### src/hw/rtl/urc_pkg.sv
package urc_pkg;

  // Field widths fixed by the sensor interface.
  localparam int unsigned TENTHS_W = 10;
  localparam int unsigned CFG_MS_W = 8;
  localparam int unsigned TRIG_CNT_W = 8;

  // Configuration port geometry: six 32-bit registers at byte offsets 4*i.
  localparam int unsigned CFG_ADDR_W = 5;
  localparam int unsigned CFG_DATA_W = 32;
  localparam int unsigned CFG_IDX_W = 3;

  localparam logic [CFG_IDX_W-1:0] REG_INTERVAL_MS = 3'd0;
  localparam logic [CFG_IDX_W-1:0] REG_TIMEOUT_MS = 3'd1;
  localparam logic [CFG_IDX_W-1:0] REG_TRIGGER_US = 3'd2;
  localparam logic [CFG_IDX_W-1:0] REG_NEAR_TENTHS = 3'd3;
  localparam logic [CFG_IDX_W-1:0] REG_RELIEF_TENTHS = 3'd4;
  localparam logic [CFG_IDX_W-1:0] REG_MAX_TENTHS = 3'd5;

  localparam logic [CFG_MS_W-1:0] RST_INTERVAL_MS = 8'd20;
  localparam logic [CFG_MS_W-1:0] RST_TIMEOUT_MS = 8'd36;
  localparam logic [TRIG_CNT_W-1:0] RST_TRIGGER_US = 8'd10;
  localparam logic [TENTHS_W-1:0] RST_NEAR_TENTHS = 10'd100;
  localparam logic [TENTHS_W-1:0] RST_RELIEF_TENTHS = 10'd150;
  localparam logic [TENTHS_W-1:0] RST_MAX_TENTHS = 10'd999;
  localparam logic [TENTHS_W-1:0] RST_DISTANCE = 10'd999;

  // Distance = floor(width * 5 / 29). Widths at or above DIST_LIMIT_US give
  // 1024 or more tenths, which always clamps. Below it, the quotient comes
  // from a multiply by ceil(2^20 * 5 / 29) and a shift by 20, exact there.
  localparam int unsigned DIST_LIMIT_US = 5940;
  localparam int unsigned DIST_LOW_W = 13;
  localparam int unsigned DIST_RECIP_W = 18;
  localparam logic [DIST_RECIP_W-1:0] DIST_RECIP = 18'd180789;
  localparam int unsigned DIST_SHIFT = 20;
  localparam int unsigned DIST_PROD_W = DIST_LOW_W + DIST_RECIP_W;
  localparam int unsigned DIST_QUOT_W = TENTHS_W + 1;
  localparam logic [DIST_QUOT_W-1:0] DIST_OVER = 11'd1024;

  typedef struct packed {
    logic [CFG_MS_W-1:0] interval_ms;
    logic [CFG_MS_W-1:0] timeout_ms;
    logic [TRIG_CNT_W-1:0] trigger_us;
    logic [TENTHS_W-1:0] near_tenths;
    logic [TENTHS_W-1:0] relief_tenths;
    logic [TENTHS_W-1:0] max_tenths;
  } urc_cfg_t;

  typedef struct packed {
    logic trigger_level;
    logic [TENTHS_W-1:0] distance_tenths;
    logic new_reading;
    logic near_alarm;
  } urc_result_t;

endpackage

### src/hw/rtl/urc_if.sv
interface urc_in_if;
  logic valid;
  logic ready;
  logic echo_level;
  logic ms_strobe;

  modport source (output valid, output echo_level, output ms_strobe, input ready);
  modport sink (input valid, input echo_level, input ms_strobe, output ready);
endinterface

interface urc_out_if;
  logic valid;
  logic ready;
  logic trigger_level;
  logic [urc_pkg::TENTHS_W-1:0] distance_tenths;
  logic new_reading;
  logic near_alarm;

  modport source (output valid, output trigger_level, output distance_tenths,
                  output new_reading, output near_alarm, input ready);
  modport sink (input valid, input trigger_level, input distance_tenths,
                input new_reading, input near_alarm, output ready);
endinterface

### src/hw/rtl/ultrasonic_ranging_controller_core.sv
// Ultrasonic ranging controller. Each request on the input channel is one
// microsecond tick carrying the sampled echo pin level and a flag that marks
// the last tick of a millisecond; each tick produces exactly one request on
// the output channel with the trigger pin drive, the latest distance in
// tenths of a centimeter, a new-reading flag and the proximity warning. The
// block fires a trigger pulse when no measurement is running and more than
// interval_ms milliseconds have passed since the last reading, or when more
// than timeout_ms milliseconds have passed since the last trigger, and holds
// the pulse until more than trigger_us microseconds have passed. The echo
// pulse is timed in microseconds and, on its falling edge, converted to
// floor(width * 10 / 58) tenths, clamped at max_tenths. The warning sets at
// or below near_tenths and clears above relief_tenths. Throughput is one
// tick per clock cycle while the output channel takes each result. A tick
// that is accepted sits in the input register until the engine steps it,
// which loads its result into the result register, where it is offered
// until taken. The rate is set by the per-tick state update and the
// distance multiply, both combinational between the input and result
// registers. Write the configuration registers only while no ticks are in
// flight.
module ultrasonic_ranging_controller_core #(
  parameter int unsigned ECHO_COUNT_BITS = 16,
  parameter int unsigned MS_COUNT_BITS = 8
) (
  input  logic                              clk,
  input  logic                              rst_n,
  urc_in_if.sink                            in_ch,
  urc_out_if.source                         out_ch,
  input  logic                              psel,
  input  logic                              penable,
  input  logic                              pwrite,
  input  logic [urc_pkg::CFG_ADDR_W-1:0]    paddr,
  input  logic [urc_pkg::CFG_DATA_W-1:0]    pwdata,
  output logic [urc_pkg::CFG_DATA_W-1:0]    prdata,
  output logic                              pready
);

  urc_pkg::urc_cfg_t cfg;
  urc_pkg::urc_result_t step_res;
  urc_pkg::urc_result_t out_res_r;

  // Input register: holds one accepted tick until the engine consumes it.
  logic in_valid_r;
  logic in_echo_r;
  logic in_strobe_r;
  logic out_valid_r;
  logic advance;

  // The engine steps whenever a tick is waiting and the result register is
  // free or being emptied in this same cycle, so a full pipe still moves
  // one tick per cycle while its results are taken.
  assign advance = in_valid_r && (!out_valid_r || out_ch.ready);
  assign in_ch.ready = !in_valid_r || advance;

  always_ff @(posedge clk) begin
    if (!rst_n) begin
      in_valid_r <= 1'b0;
    end else if (in_ch.ready) begin
      in_valid_r <= in_ch.valid;
    end
  end

  always_ff @(posedge clk) begin
    if (in_ch.ready && in_ch.valid) begin
      in_echo_r <= in_ch.echo_level;
      in_strobe_r <= in_ch.ms_strobe;
    end
  end

  urc_cfg_regs u_cfg (
    .clk(clk),
    .rst_n(rst_n),
    .psel(psel),
    .penable(penable),
    .pwrite(pwrite),
    .paddr(paddr),
    .pwdata(pwdata),
    .prdata(prdata),
    .pready(pready),
    .cfg(cfg)
  );

  urc_engine #(
    .ECHO_COUNT_BITS(ECHO_COUNT_BITS),
    .MS_COUNT_BITS(MS_COUNT_BITS)
  ) u_engine (
    .clk(clk),
    .rst_n(rst_n),
    .step_en(advance),
    .echo_level(in_echo_r),
    .ms_strobe(in_strobe_r),
    .cfg(cfg),
    .result(step_res)
  );

  // Result register: loaded on each engine step, emptied when taken.
  always_ff @(posedge clk) begin
    if (!rst_n) begin
      out_valid_r <= 1'b0;
    end else if (advance) begin
      out_valid_r <= 1'b1;
    end else if (out_ch.ready) begin
      out_valid_r <= 1'b0;
    end
  end

  always_ff @(posedge clk) begin
    if (advance) begin
      out_res_r <= step_res;
    end
  end

  assign out_ch.valid = out_valid_r;
  assign out_ch.trigger_level = out_res_r.trigger_level;
  assign out_ch.distance_tenths = out_res_r.distance_tenths;
  assign out_ch.new_reading = out_res_r.new_reading;
  assign out_ch.near_alarm = out_res_r.near_alarm;

  // An engine step always leaves a result waiting in the next cycle.
  a_step_fills_output: assert property (@(posedge clk) disable iff (!rst_n)
    advance |=> out_valid_r)
    else $error("engine step did not load the result register");

  // The input side only stalls when both registers are full and the
  // result is not being taken.
  a_stall_only_when_full: assert property (@(posedge clk) disable iff (!rst_n)
    !in_ch.ready |-> (in_valid_r && out_valid_r && !out_ch.ready))
    else $error("input stalled without a full pipe");

  // A completed echo shows up as a new reading in the following result.
  a_reading_reaches_output: assert property (@(posedge clk) disable iff (!rst_n)
    (advance && in_valid_r && step_res.new_reading) |=>
      (out_valid_r && out_res_r.new_reading))
    else $error("new reading lost on its way to the result register");

endmodule

### src/hw/rtl/urc_dist_calc.sv
module urc_dist_calc #(
  parameter int unsigned ECHO_COUNT_BITS = 16
) (
  input  logic [ECHO_COUNT_BITS-1:0]    width_us,
  input  logic [urc_pkg::TENTHS_W-1:0]  max_tenths,
  output logic [urc_pkg::TENTHS_W-1:0]  distance_tenths
);

  logic [31:0] width_ext;
  logic over;
  logic [urc_pkg::DIST_PROD_W-1:0] prod;
  logic [urc_pkg::DIST_QUOT_W-1:0] quot;
  logic [urc_pkg::DIST_QUOT_W-1:0] limit;

  assign width_ext = 32'(width_us);
  assign over = width_ext >= 32'(urc_pkg::DIST_LIMIT_US);
  assign prod = urc_pkg::DIST_PROD_W'(width_ext[urc_pkg::DIST_LOW_W-1:0]) *
                urc_pkg::DIST_PROD_W'(urc_pkg::DIST_RECIP);
  assign quot = over ? urc_pkg::DIST_OVER
                     : prod[urc_pkg::DIST_PROD_W-1:urc_pkg::DIST_SHIFT];
  assign limit = {1'b0, max_tenths};

  assign distance_tenths = (quot > limit) ? max_tenths
                                          : quot[urc_pkg::TENTHS_W-1:0];

endmodule

### src/hw/rtl/urc_cfg_regs.sv
module urc_cfg_regs (
  input  logic                              clk,
  input  logic                              rst_n,
  input  logic                              psel,
  input  logic                              penable,
  input  logic                              pwrite,
  input  logic [urc_pkg::CFG_ADDR_W-1:0]    paddr,
  input  logic [urc_pkg::CFG_DATA_W-1:0]    pwdata,
  output logic [urc_pkg::CFG_DATA_W-1:0]    prdata,
  output logic                              pready,
  output urc_pkg::urc_cfg_t                 cfg
);

  urc_pkg::urc_cfg_t cfg_r;
  logic wr_en;
  logic [urc_pkg::CFG_IDX_W-1:0] idx;

  assign pready = 1'b1;
  assign wr_en = psel && penable && pwrite;
  assign idx = paddr[urc_pkg::CFG_ADDR_W-1:2];
  assign cfg = cfg_r;

  always_ff @(posedge clk) begin
    if (!rst_n) begin
      cfg_r.interval_ms <= urc_pkg::RST_INTERVAL_MS;
      cfg_r.timeout_ms <= urc_pkg::RST_TIMEOUT_MS;
      cfg_r.trigger_us <= urc_pkg::RST_TRIGGER_US;
      cfg_r.near_tenths <= urc_pkg::RST_NEAR_TENTHS;
      cfg_r.relief_tenths <= urc_pkg::RST_RELIEF_TENTHS;
      cfg_r.max_tenths <= urc_pkg::RST_MAX_TENTHS;
    end else if (wr_en) begin
      unique case (idx)
        urc_pkg::REG_INTERVAL_MS: cfg_r.interval_ms <= pwdata[urc_pkg::CFG_MS_W-1:0];
        urc_pkg::REG_TIMEOUT_MS: cfg_r.timeout_ms <= pwdata[urc_pkg::CFG_MS_W-1:0];
        urc_pkg::REG_TRIGGER_US: cfg_r.trigger_us <= pwdata[urc_pkg::TRIG_CNT_W-1:0];
        urc_pkg::REG_NEAR_TENTHS: cfg_r.near_tenths <= pwdata[urc_pkg::TENTHS_W-1:0];
        urc_pkg::REG_RELIEF_TENTHS: cfg_r.relief_tenths <= pwdata[urc_pkg::TENTHS_W-1:0];
        urc_pkg::REG_MAX_TENTHS: cfg_r.max_tenths <= pwdata[urc_pkg::TENTHS_W-1:0];
        default: ;
      endcase
    end
  end

  always_comb begin
    unique case (idx)
      urc_pkg::REG_INTERVAL_MS: prdata = urc_pkg::CFG_DATA_W'(cfg_r.interval_ms);
      urc_pkg::REG_TIMEOUT_MS: prdata = urc_pkg::CFG_DATA_W'(cfg_r.timeout_ms);
      urc_pkg::REG_TRIGGER_US: prdata = urc_pkg::CFG_DATA_W'(cfg_r.trigger_us);
      urc_pkg::REG_NEAR_TENTHS: prdata = urc_pkg::CFG_DATA_W'(cfg_r.near_tenths);
      urc_pkg::REG_RELIEF_TENTHS: prdata = urc_pkg::CFG_DATA_W'(cfg_r.relief_tenths);
      urc_pkg::REG_MAX_TENTHS: prdata = urc_pkg::CFG_DATA_W'(cfg_r.max_tenths);
      default: prdata = '0;
    endcase
  end

endmodule

### src/hw/rtl/urc_engine.sv
module urc_engine #(
  parameter int unsigned ECHO_COUNT_BITS = 16,
  parameter int unsigned MS_COUNT_BITS = 8
) (
  input  logic                   clk,
  input  logic                   rst_n,
  input  logic                   step_en,
  input  logic                   echo_level,
  input  logic                   ms_strobe,
  input  urc_pkg::urc_cfg_t      cfg,
  output urc_pkg::urc_result_t   result
);

  localparam int unsigned CMP_W =
    (MS_COUNT_BITS > urc_pkg::CFG_MS_W) ? MS_COUNT_BITS : urc_pkg::CFG_MS_W;
  localparam logic [MS_COUNT_BITS-1:0] MS_MAX = '1;
  localparam logic [ECHO_COUNT_BITS-1:0] ECHO_MAX = '1;
  localparam logic [urc_pkg::TRIG_CNT_W-1:0] TRIG_MAX = '1;

  logic measuring_r, measuring_nxt;
  logic trig_active_r, trig_active_nxt;
  logic [urc_pkg::TRIG_CNT_W-1:0] trig_cnt_r, trig_cnt_nxt;
  logic [MS_COUNT_BITS-1:0] ms_reading_r, ms_reading_nxt;
  logic [MS_COUNT_BITS-1:0] ms_trigger_r, ms_trigger_nxt;
  logic echo_prev_r;
  logic [ECHO_COUNT_BITS-1:0] width_r, width_nxt;
  logic [urc_pkg::TENTHS_W-1:0] dist_r, dist_nxt;
  logic warn_r, warn_nxt;

  logic [ECHO_COUNT_BITS-1:0] width_inc;
  logic [urc_pkg::TENTHS_W-1:0] dist_calc;
  logic rise, fall, start;

  assign width_inc = (width_r == ECHO_MAX) ? width_r : width_r + 1'b1;
  assign rise = echo_level && !echo_prev_r;
  assign fall = !echo_level && echo_prev_r;

  urc_dist_calc #(
    .ECHO_COUNT_BITS(ECHO_COUNT_BITS)
  ) u_dist (
    .width_us(width_inc),
    .max_tenths(cfg.max_tenths),
    .distance_tenths(dist_calc)
  );

  always_comb begin
    ms_reading_nxt = ms_reading_r;
    ms_trigger_nxt = ms_trigger_r;
    measuring_nxt = measuring_r;
    trig_active_nxt = trig_active_r;
    trig_cnt_nxt = trig_cnt_r;
    width_nxt = width_r;
    dist_nxt = dist_r;
    warn_nxt = warn_r;

    if (ms_strobe) begin
      if (ms_reading_r != MS_MAX) ms_reading_nxt = ms_reading_r + 1'b1;
      if (ms_trigger_r != MS_MAX) ms_trigger_nxt = ms_trigger_r + 1'b1;
    end

    if (rise) begin
      width_nxt = '0;
    end else if (echo_level || echo_prev_r) begin
      width_nxt = width_inc;
      if (fall) begin
        dist_nxt = dist_calc;
        measuring_nxt = 1'b0;
        ms_reading_nxt = '0;
        if (dist_calc <= cfg.near_tenths) begin
          warn_nxt = 1'b1;
        end else if (warn_r && dist_calc > cfg.relief_tenths) begin
          warn_nxt = 1'b0;
        end
      end
    end

    start = (!measuring_nxt && CMP_W'(ms_reading_nxt) > CMP_W'(cfg.interval_ms)) ||
            (CMP_W'(ms_trigger_nxt) > CMP_W'(cfg.timeout_ms));

    if (start) begin
      measuring_nxt = 1'b1;
      trig_active_nxt = 1'b1;
      trig_cnt_nxt = '0;
      ms_trigger_nxt = '0;
    end else if (trig_active_r) begin
      if (trig_cnt_r != TRIG_MAX) trig_cnt_nxt = trig_cnt_r + 1'b1;
      if (trig_cnt_nxt > cfg.trigger_us) trig_active_nxt = 1'b0;
    end
  end

  always_ff @(posedge clk) begin
    if (!rst_n) begin
      measuring_r <= 1'b0;
      trig_active_r <= 1'b0;
      trig_cnt_r <= '0;
      ms_reading_r <= MS_MAX;
      ms_trigger_r <= '0;
      echo_prev_r <= 1'b0;
      width_r <= '0;
      dist_r <= urc_pkg::RST_DISTANCE;
      warn_r <= 1'b0;
    end else if (step_en) begin
      measuring_r <= measuring_nxt;
      trig_active_r <= trig_active_nxt;
      trig_cnt_r <= trig_cnt_nxt;
      ms_reading_r <= ms_reading_nxt;
      ms_trigger_r <= ms_trigger_nxt;
      echo_prev_r <= echo_level;
      width_r <= width_nxt;
      dist_r <= dist_nxt;
      warn_r <= warn_nxt;
    end
  end

  assign result.trigger_level = trig_active_nxt;
  assign result.distance_tenths = dist_nxt;
  assign result.new_reading = fall;
  assign result.near_alarm = warn_nxt;

endmodule
### src/flat_wrapper.sv
// flat-port wrapper written by rule: the top's interface ports become plain ports
module ultrasonic_ranging_controller_core_flat 
#(
  parameter int unsigned ECHO_COUNT_BITS = 16,
  parameter int unsigned MS_COUNT_BITS = 8
)
  (clk, rst_n, psel, penable, pwrite, paddr, pwdata, prdata, pready, in_ch_valid, in_ch_echo_level, in_ch_ms_strobe, in_ch_ready, out_ch_valid, out_ch_trigger_level, out_ch_distance_tenths, out_ch_new_reading, out_ch_near_alarm, out_ch_ready);
  urc_in_if in_ch_i ();
  urc_out_if out_ch_i ();
  input  logic clk;
  input  logic rst_n;
  input  logic psel;
  input  logic penable;
  input  logic pwrite;
  input  logic [urc_pkg::CFG_ADDR_W-1:0] paddr;
  input  logic [urc_pkg::CFG_DATA_W-1:0] pwdata;
  output logic [urc_pkg::CFG_DATA_W-1:0] prdata;
  output logic pready;
  input wire logic [$bits(in_ch_i.valid)-1:0] in_ch_valid;
  input wire logic [$bits(in_ch_i.echo_level)-1:0] in_ch_echo_level;
  input wire logic [$bits(in_ch_i.ms_strobe)-1:0] in_ch_ms_strobe;
  output wire logic [$bits(in_ch_i.ready)-1:0] in_ch_ready;
  output wire logic [$bits(out_ch_i.valid)-1:0] out_ch_valid;
  output wire logic [$bits(out_ch_i.trigger_level)-1:0] out_ch_trigger_level;
  output wire logic [$bits(out_ch_i.distance_tenths)-1:0] out_ch_distance_tenths;
  output wire logic [$bits(out_ch_i.new_reading)-1:0] out_ch_new_reading;
  output wire logic [$bits(out_ch_i.near_alarm)-1:0] out_ch_near_alarm;
  input wire logic [$bits(out_ch_i.ready)-1:0] out_ch_ready;
  assign in_ch_i.valid = in_ch_valid;
  assign in_ch_i.echo_level = in_ch_echo_level;
  assign in_ch_i.ms_strobe = in_ch_ms_strobe;
  assign in_ch_ready = in_ch_i.ready;
  assign out_ch_valid = out_ch_i.valid;
  assign out_ch_trigger_level = out_ch_i.trigger_level;
  assign out_ch_distance_tenths = out_ch_i.distance_tenths;
  assign out_ch_new_reading = out_ch_i.new_reading;
  assign out_ch_near_alarm = out_ch_i.near_alarm;
  assign out_ch_i.ready = out_ch_ready;
  ultrasonic_ranging_controller_core #(.ECHO_COUNT_BITS(ECHO_COUNT_BITS), .MS_COUNT_BITS(MS_COUNT_BITS)) u_core (.clk(clk), .rst_n(rst_n), .in_ch(in_ch_i), .out_ch(out_ch_i), .psel(psel), .penable(penable), .pwrite(pwrite), .paddr(paddr), .pwdata(pwdata), .prdata(prdata), .pready(pready));
endmodule
### config.mk
export PLATFORM = sky130hd
export DESIGN_NAME = ultrasonic_ranging_controller_core_flat
export DESIGN_NICKNAME = d
export VERILOG_FILES = /design/src/hw/rtl/urc_pkg.sv /design/src/hw/rtl/urc_if.sv /design/src/hw/rtl/ultrasonic_ranging_controller_core.sv /design/src/hw/rtl/urc_dist_calc.sv /design/src/hw/rtl/urc_cfg_regs.sv /design/src/hw/rtl/urc_engine.sv /design/src/flat_wrapper.sv
export SDC_FILE = /design/constraint.sdc
export NUM_CORES = 1
export LEC_CHECK = 0
export BUFFER_PORTS_ARGS = -buffer_cell sky130_fd_sc_hd__buf_2
export CAP_MARGIN = 20
export CORE_MARGIN = 2
export CORE_UTILIZATION = 58
export CTS_BUF_LIST = sky130_fd_sc_hd__clkbuf_8
export CTS_CLUSTER_SIZE = 20
export DETAILED_ROUTE_END_ITERATION = 8
export PLACE_DENSITY = 0.81
export SLEW_MARGIN = 25
export SYNTH_ARGS = -nofsm -noshare
export SYNTH_HDL_FRONTEND = slang
export SYNTH_SLANG_ARGS = --single-unit
### constraint.sdc
create_clock -name clk -period 11.6 [get_ports clk]
set_clock_uncertainty 0.2 [all_clocks]
set_input_delay 1.16 -clock clk [delete_from_list [all_inputs] [get_ports clk]]
set_output_delay 1.16 -clock clk [all_outputs]
set_load 0.005 [all_outputs]
==> results of run 1 <==
-- cells in the final DEF, fill, tap and decap left out, types with 24 or more instances in the layout --
master    instances
nand3_1          36
nand4_1          31
buf_2            46
nand2_1         118
mux2i_1          53
nor2_1           70
o21ai_0          44
fa_1             45
inv_1           200
dfxtp_1         110
o211ai_1         24
ha_1            170
nor2b_1          55
a21oi_1          62
-- final cells by class --
class	instances	area, um2	share of cell area
inverters	199	747	0.0609
clock inverters	12	185	0.0151
clock buffers	20	275	0.0225
flip-flops and latches	125	2650	0.216
multi-input cells	979	7730	0.630
repair buffers	58	340	0.0278
well taps	265	332	0.0270
-- cells by family after synthesis --
group | after synthesis | synth area share
AO/OA/AOI/OAI | 248 | 0.145
XOR/XNOR | 33 | 0.0254
adder cells (fa/ha/maj) | 215 | 0.266
buffers and inverters | 270 | 0.0990
flip-flops | 125 | 0.233
multiplexers | 62 | 0.0555
other | 2 | 0.000660
AND/OR/NAND/NOR | 398 | 0.175
-- power groups by stage --
stage               logic (W)  clock network (W)  registers, W
detailed placement  0.0000930                  0      0.000461
global placement    0.0000909                  0      0.000461
CTS                 0.0000937           0.000450      0.000451
global route         0.000107           0.000468      0.000452
finish              0.0000957           0.000445      0.000451
floorplan           0.0000712                  0      0.000459
-- worst min-delay path by stage --
| stage | slack (ps) | endpoint | from | cells after the start |
|---|---|---|---|---|
| global route | 310 | u_core.u_engine.dist_r[5] | u_core.u_engine.dist_r[5] | 2 |
| detailed placement | 260 | u_core.u_engine.dist_r[5] | u_core.u_engine.dist_r[5] | 2 |
| floorplan | 240 | u_core.u_cfg.cfg[13] | u_core.u_cfg.cfg[13] | 2 |
| global placement | 250 | u_core.u_engine.dist_r[5] | u_core.u_engine.dist_r[5] | 2 |
| CTS | 280 | u_core.u_cfg.cfg[13] | u_core.u_cfg.cfg[13] | 2 |
| finish | 280 | u_core.u_cfg.cfg[13] | u_core.u_cfg.cfg[13] | 2 |
-- routing by layer --
| layer | vias up | GRT usage | share of wire |
|---|---|---|---|
| met5 | - | 0 | 0 |
| met4 | 0 | 0.0820 | 0.021 |
| li1 | 4648 | - | - |
| met2 | 349 | 0.427 | 0.45 |
| met1 | 4493 | 0.374 | 0.45 |
| met3 | 53 | 0.0652 | 0.080 |
-- flip-flops by register name, indices dropped and copies added (netlist names) --
name,count
u_core.u_engine.dist_r,10
u_core.u_engine.width_r,16
u_core.out_ch.valid,1
u_core.u_engine.ms_trigger_r,8
u_core.u_engine.measuring_r,1
u_core.in_valid_r,1
u_core.u_engine.echo_prev_r,1
u_core.u_cfg.cfg,54
u_core.out_ch.distance_tenths,10
u_core.u_engine.ms_reading_r,8
u_core.out_ch.new_reading,1
u_core.out_ch.near_alarm,1
u_core.in_strobe_r,1
u_core.u_engine.trig_active_r,1
u_core.u_engine.warn_r,1
u_core.in_echo_r,1
u_core.out_ch.trigger_level,1
u_core.u_engine.trig_cnt_r,8
-- what timing repair did --
| action | in CTS | in global routing |
|---|---|---|
| hold buffers | 0 | 0 |
| setup endpoints to repair | 0 | 2 |
| gates resized for setup | 0 | 6 |
-- critical path: cells and delay by family (launching register included) --
family          cells  cell delay, ps
flops               1             470
xor+xnor            2             540
fa+ha+maj           9            3400
compound gates     15            3220
mux                 1             400
buf+inv             5             750
simple gates        9            1860
-- per-stage QoR --
step                utilization  instance area (um2)  hold WS (ps)
floorplan                     -                11500           243
global placement          0.606                11700           255
detailed placement        0.606                11700           264
CTS                       0.630                12200           283
global route              0.634                12300           308
finish                    0.634                12300           279
==> metrics.txt, run 1 <==
post-CTS setup buffer count=0; internal power=approximately 0.00074 W; Yosys cell types=66; Sink Count=125; placed insts=1625; Slew Limit Headroom=0.327; Post-synth EDFFs=15; GRT Overall Usage=0.273; Initial Util=0.588; cell taking the most area after synthesis=dfxtp_1; DR DRC count=0; hold crit path type=reg -> reg; switching share of power=0.259; status=completed; Worst-path clk slew=80 ps; Top Ports=94; syn avg cell area=~8.4 um2; number of CTS-inserted buffers=17; worst setup path start=u_core.u_engine.width_r[0]; number of routed nets with antenna violations=0; Post-Place Setup Slack=490 ps; cell repeated most along the worst path=ha_1; count leader, synth=inv_1; Seq/Total Area, Yosys=0.233; full die area=20800 um2; max incr delay on CP=between 500 and 600 ps; crit path to=u_core.u_engine.warn_r; CP endpoint kind=register; Gate power share=0.096; FF-to-FF Start=u_core.u_engine.width_r[0]; ys async rst share=0; Die Wd=about 140 um; CTS max path bufs=2; CP Max Fanout=16; final worst path period need=between 10000 and 15000 ps; max-cap viol count=0; PortBufs=46; setup TNS=0 ps; Switching Power=~0.00026 W; Worst-Skew Late Latency=470 ps; Reg2Reg Depth=41; Seq pwr share=0.455; Core Box Area=approximately 19000 um2; Vias=9543; Initial DRT Pass Iterations=6; slowest CP cell=fa_1; Clock Power Share=0.449; Crit path arrival time=11130 ps; CTS tree=built; Setup Viol. Count Final=0; initial antenna violation count=0; total power=between 0.0009 and 0.001 W; Peak VDD IR=87.8 uV; share of the synthesized area in the top cell type=0.194; critical path type=reg -> reg; period utilization=0.943; fillers=1591; Leak Pwr=5.99 nW; vias in the first global route=9087; Pwr Density=80.9 nW/um2; grt total ovfl=0; share of layout cells above drive strength 1=0.0826; Final nets=about 1.6k; top post-synthesis cells by area=dfxtp_1 (19%), ha_1 (19%), fa_1 (7.9%), inv_1 (6.6%), mux2i_1 (4.7%); worst reg2reg path endpoint=u_core.u_engine.warn_r; Fmax=91.4 MHz; ys flop type=dfxtp_1; Critical Path Source Type=register; row cnt=51; area growth from synthesis to layout=7.74%; Post-Syn Area=11400 um2; wire per inst=16.6 um; HPWL Detailed=about 21000 um; most instantiated cells after synthesis=inv_1 (199), ha_1 (170), nand2_1 (118); first-pass GRT wire length=between 40000 and 50000 um; CTS H-Tree Depth=4; DR iter-0 viols=702; n_diodes=0; Root Buffer Master=clkbuf_8; RSZ-0062 raised after global routing=false; DR vias/cell=5.76; die height=144 um; routability-driven placement congestion ratio=0.944; yosys warns=0; Cells after Synth=1353; internal reg-to-reg setup slack=660 ps; largest net degree at the start of global routing=between 100 and 150; Slew @ Worst Pin=about 1000 ps; worst setup margin=659 ps; fin. max-slew vios=0; non-filler cells, final=1658; drt total wl=27500 um; FF+latch count, synth=125; final hold vios=0; critical path required time=11790 ps
No activity file was read; power rests on OpenSTA's default activity.
==> run 2, diff against run 1 <==
--- a/config.mk
+++ b/config.mk
@@ -8,11 +8,11 @@
 export BUFFER_PORTS_ARGS = -buffer_cell sky130_fd_sc_hd__buf_2
 export CAP_MARGIN = 20
 export CORE_MARGIN = 2
-export CORE_UTILIZATION = 58
+export CORE_UTILIZATION = 40
 export CTS_BUF_LIST = sky130_fd_sc_hd__clkbuf_8
 export CTS_CLUSTER_SIZE = 20
 export DETAILED_ROUTE_END_ITERATION = 8
-export PLACE_DENSITY = 0.81
+export PLACE_DENSITY = 0.6
 export SLEW_MARGIN = 25
 export SYNTH_ARGS = -nofsm -noshare
 export SYNTH_HDL_FRONTEND = slang
==> run 2 against run 1 <==
  * Critical path depth grew 1
  * Maximum frequency is 1.0% higher
  * Wire length up 2.4%
  * Global-route usage fell by 8.1 points
  * Sequential share of layout area decreased by 0.11 points
  * Via count is 4.3% lower
  * Setup slack improved by 110 ps
  * Cell count grew 7.1%
  * Highest routed layer unchanged
  * Clock-buffer cell count fell by 2
  * Register-to-register slack better by 110 ps
==> metrics.txt, run 2 (synthesis gave the netlist of run 1 again) <==
Slew Limit Headroom=0.284 (-0.0434); Slew @ Worst Pin=1060 ps (+64.5 ps); FF-to-FF Start=u_core.u_engine.width_r[0]; CP Max Fanout=8 (-8); DR vias/cell=5.15 (-11%); worst reg2reg path endpoint=u_core.u_engine.warn_r; die height=173 um (+20%); GRT Overall Usage=0.192 (-0.0806); number of routed nets with antenna violations=0 (unchanged); PortBufs=46 (unchanged); first-pass GRT wire length=46700 um (+4.5%); Final nets=1645 (+0.24%); routability-driven placement congestion ratio=0.887 (-6.0%); critical path type=reg -> reg; setup TNS=0 ps (unchanged); crit path to=u_core.u_engine.warn_r; full die area=29800 um2 (+44%); internal reg-to-reg setup slack=770 ps (+110 ps); slowest CP cell=fa_1; Final Cell Area=12300 um2 (+0.49%); Core Box Area=27900 um2 (+44%); Vias=9137 (-4.3%); Reg2Reg Depth=42 (+2.4%); final hold vios=0 (unchanged); hold crit path type=reg -> reg; n_diodes=0 (unchanged); Top Ports=94 (unchanged); CP endpoint kind=register; fillers=2835 (+78%); Worst-Skew Late Latency=450 ps (-20 ps); CTS max path bufs=2 (unchanged); final worst path period need=10830 ps (-111 ps); status=completed; Root Buffer Master=clkbuf_8; Initial Util=0.407 (-0.181); Sink Count=125 (unchanged); max reg flops=54 (unchanged); cell repeated most along the worst path=ha_1; critical path required time=11750 ps (-40 ps); Crit path arrival time=10980 ps (-150 ps); CTS H-Tree Depth=4 (unchanged); max-cap viol count=0 (unchanged); vias in the first global route=8975 (-1.2%); DR DRC count=0 (unchanged); DR iter-0 viols=560 (-20%); number of CTS-inserted buffers=17 (unchanged); share of layout cells above drive strength 1=0.0802 (-0.00238); Setup Viol. Count Final=0 (unchanged); area growth from synthesis to layout=8.27%; CTS tree=built; commonest non-fill, non-tap cell in the layout=inv_1; period utilization=0.934 (-0.00958); Critical Path Source Type=register; Leak Pwr=5.96 nW (-0.39%); max incr delay on CP=520 ps (about the same); final core occ=0.441 (-0.193); post-CTS setup buffer count=0 (unchanged); Initial DRT Pass Iterations=5 (-1); Peak VDD IR=48.4 uV (-45%); placed inst area=11900 um2 (+1.5%); placed insts=1743 (+7.3%); Fmax=92.3 MHz (+1.0%); Die Wd=173 um (+20%); row cnt=61 (+20%); total power=0.000958 W (-3.5%); wire per inst=15.9 um (-4.4%); most frequent cells in the layout=inv_1 (201), ha_1 (170), nand2_1 (118); largest net degree at the start of global routing=118 (unchanged); non-filler cells, final=1775 (+7.1%); Worst-path clk slew=80 ps (about the same); RSZ-0062 raised after global routing=false; HPWL Detailed=22200 um (+6.3%); PostCTS Resize Cnt=0 (unchanged); fin. max-slew vios=0 (unchanged); # hold bufs at CTS=0 (unchanged); drt total wl=28100 um (+2.4%); Pwr Density=77.8 nW/um2 (-3.9%); worst setup path start=u_core.u_engine.width_r[0]; initial antenna violation count=0 (unchanged); grt total ovfl=0 (unchanged)
## run 2: stage by stage
stage / hold slack [ps] / setup WS (ps)
global placement: 256 / 1030
floorplan: 243 / 2050
CTS: 283 / 805
finish: 279 / 770
detailed placement: 267 / 945
global route: 308 / 0.0995
## run 2: worst min path at each step
stage | endpoint | cells past startpoint | slack (ps) | startpoint
global placement | u_core.u_engine.dist_r[5] | 2 | 260 | u_core.u_engine.dist_r[5]
CTS | u_core.u_engine.dist_r[5] | 2 | 280 | u_core.u_engine.dist_r[5]
detailed placement | u_core.u_engine.dist_r[5] | 2 | 270 | u_core.u_engine.dist_r[5]
global route | u_core.u_cfg.cfg[13] | 2 | 310 | u_core.u_cfg.cfg[13]
finish | u_core.u_engine.dist_r[5] | 2 | 280 | u_core.u_engine.dist_r[5]
floorplan | u_core.u_cfg.cfg[13] | 2 | 240 | u_core.u_cfg.cfg[13]
## run 2: cell type report
type / count / area, um2 / area share
inverter: 199 / 747 / 0.0606
timing repair buffer: 62 / 354 / 0.0287
sequential: 125 / 2650 / 0.215
clock buffer: 18 / 248 / 0.0201
tap: 378 / 473 / 0.0384
multi-input combinational: 979 / 7680 / 0.624
clock inverter: 14 / 164 / 0.0133
## run 2: metal layers
metal  track usage  vias up  part of all wire
li1              -     4661                 -
met5             0        -                 0
met3        0.0317       19             0.040
met4        0.0339        0             0.010
met1         0.284     4294              0.52
met2         0.297      163              0.43
## run 2: report_power, final
part            total, W  internal, W  switching [W]
Clock           0.000412     0.000219       0.000193
Combinational  0.0000948    0.0000358      0.0000591
Sequential      0.000451     0.000445     0.00000660
## run 2: critical path, delay by kind of cell, from the launching register on
kind / cells / cell delay (ps)
compound gates: 15 / 2980
simple gates: 10 / 1910
buf+inv: 5 / 660
flops: 1 / 420
fa+ha+maj: 9 / 3480
xor+xnor: 2 / 650
mux: 1 / 420
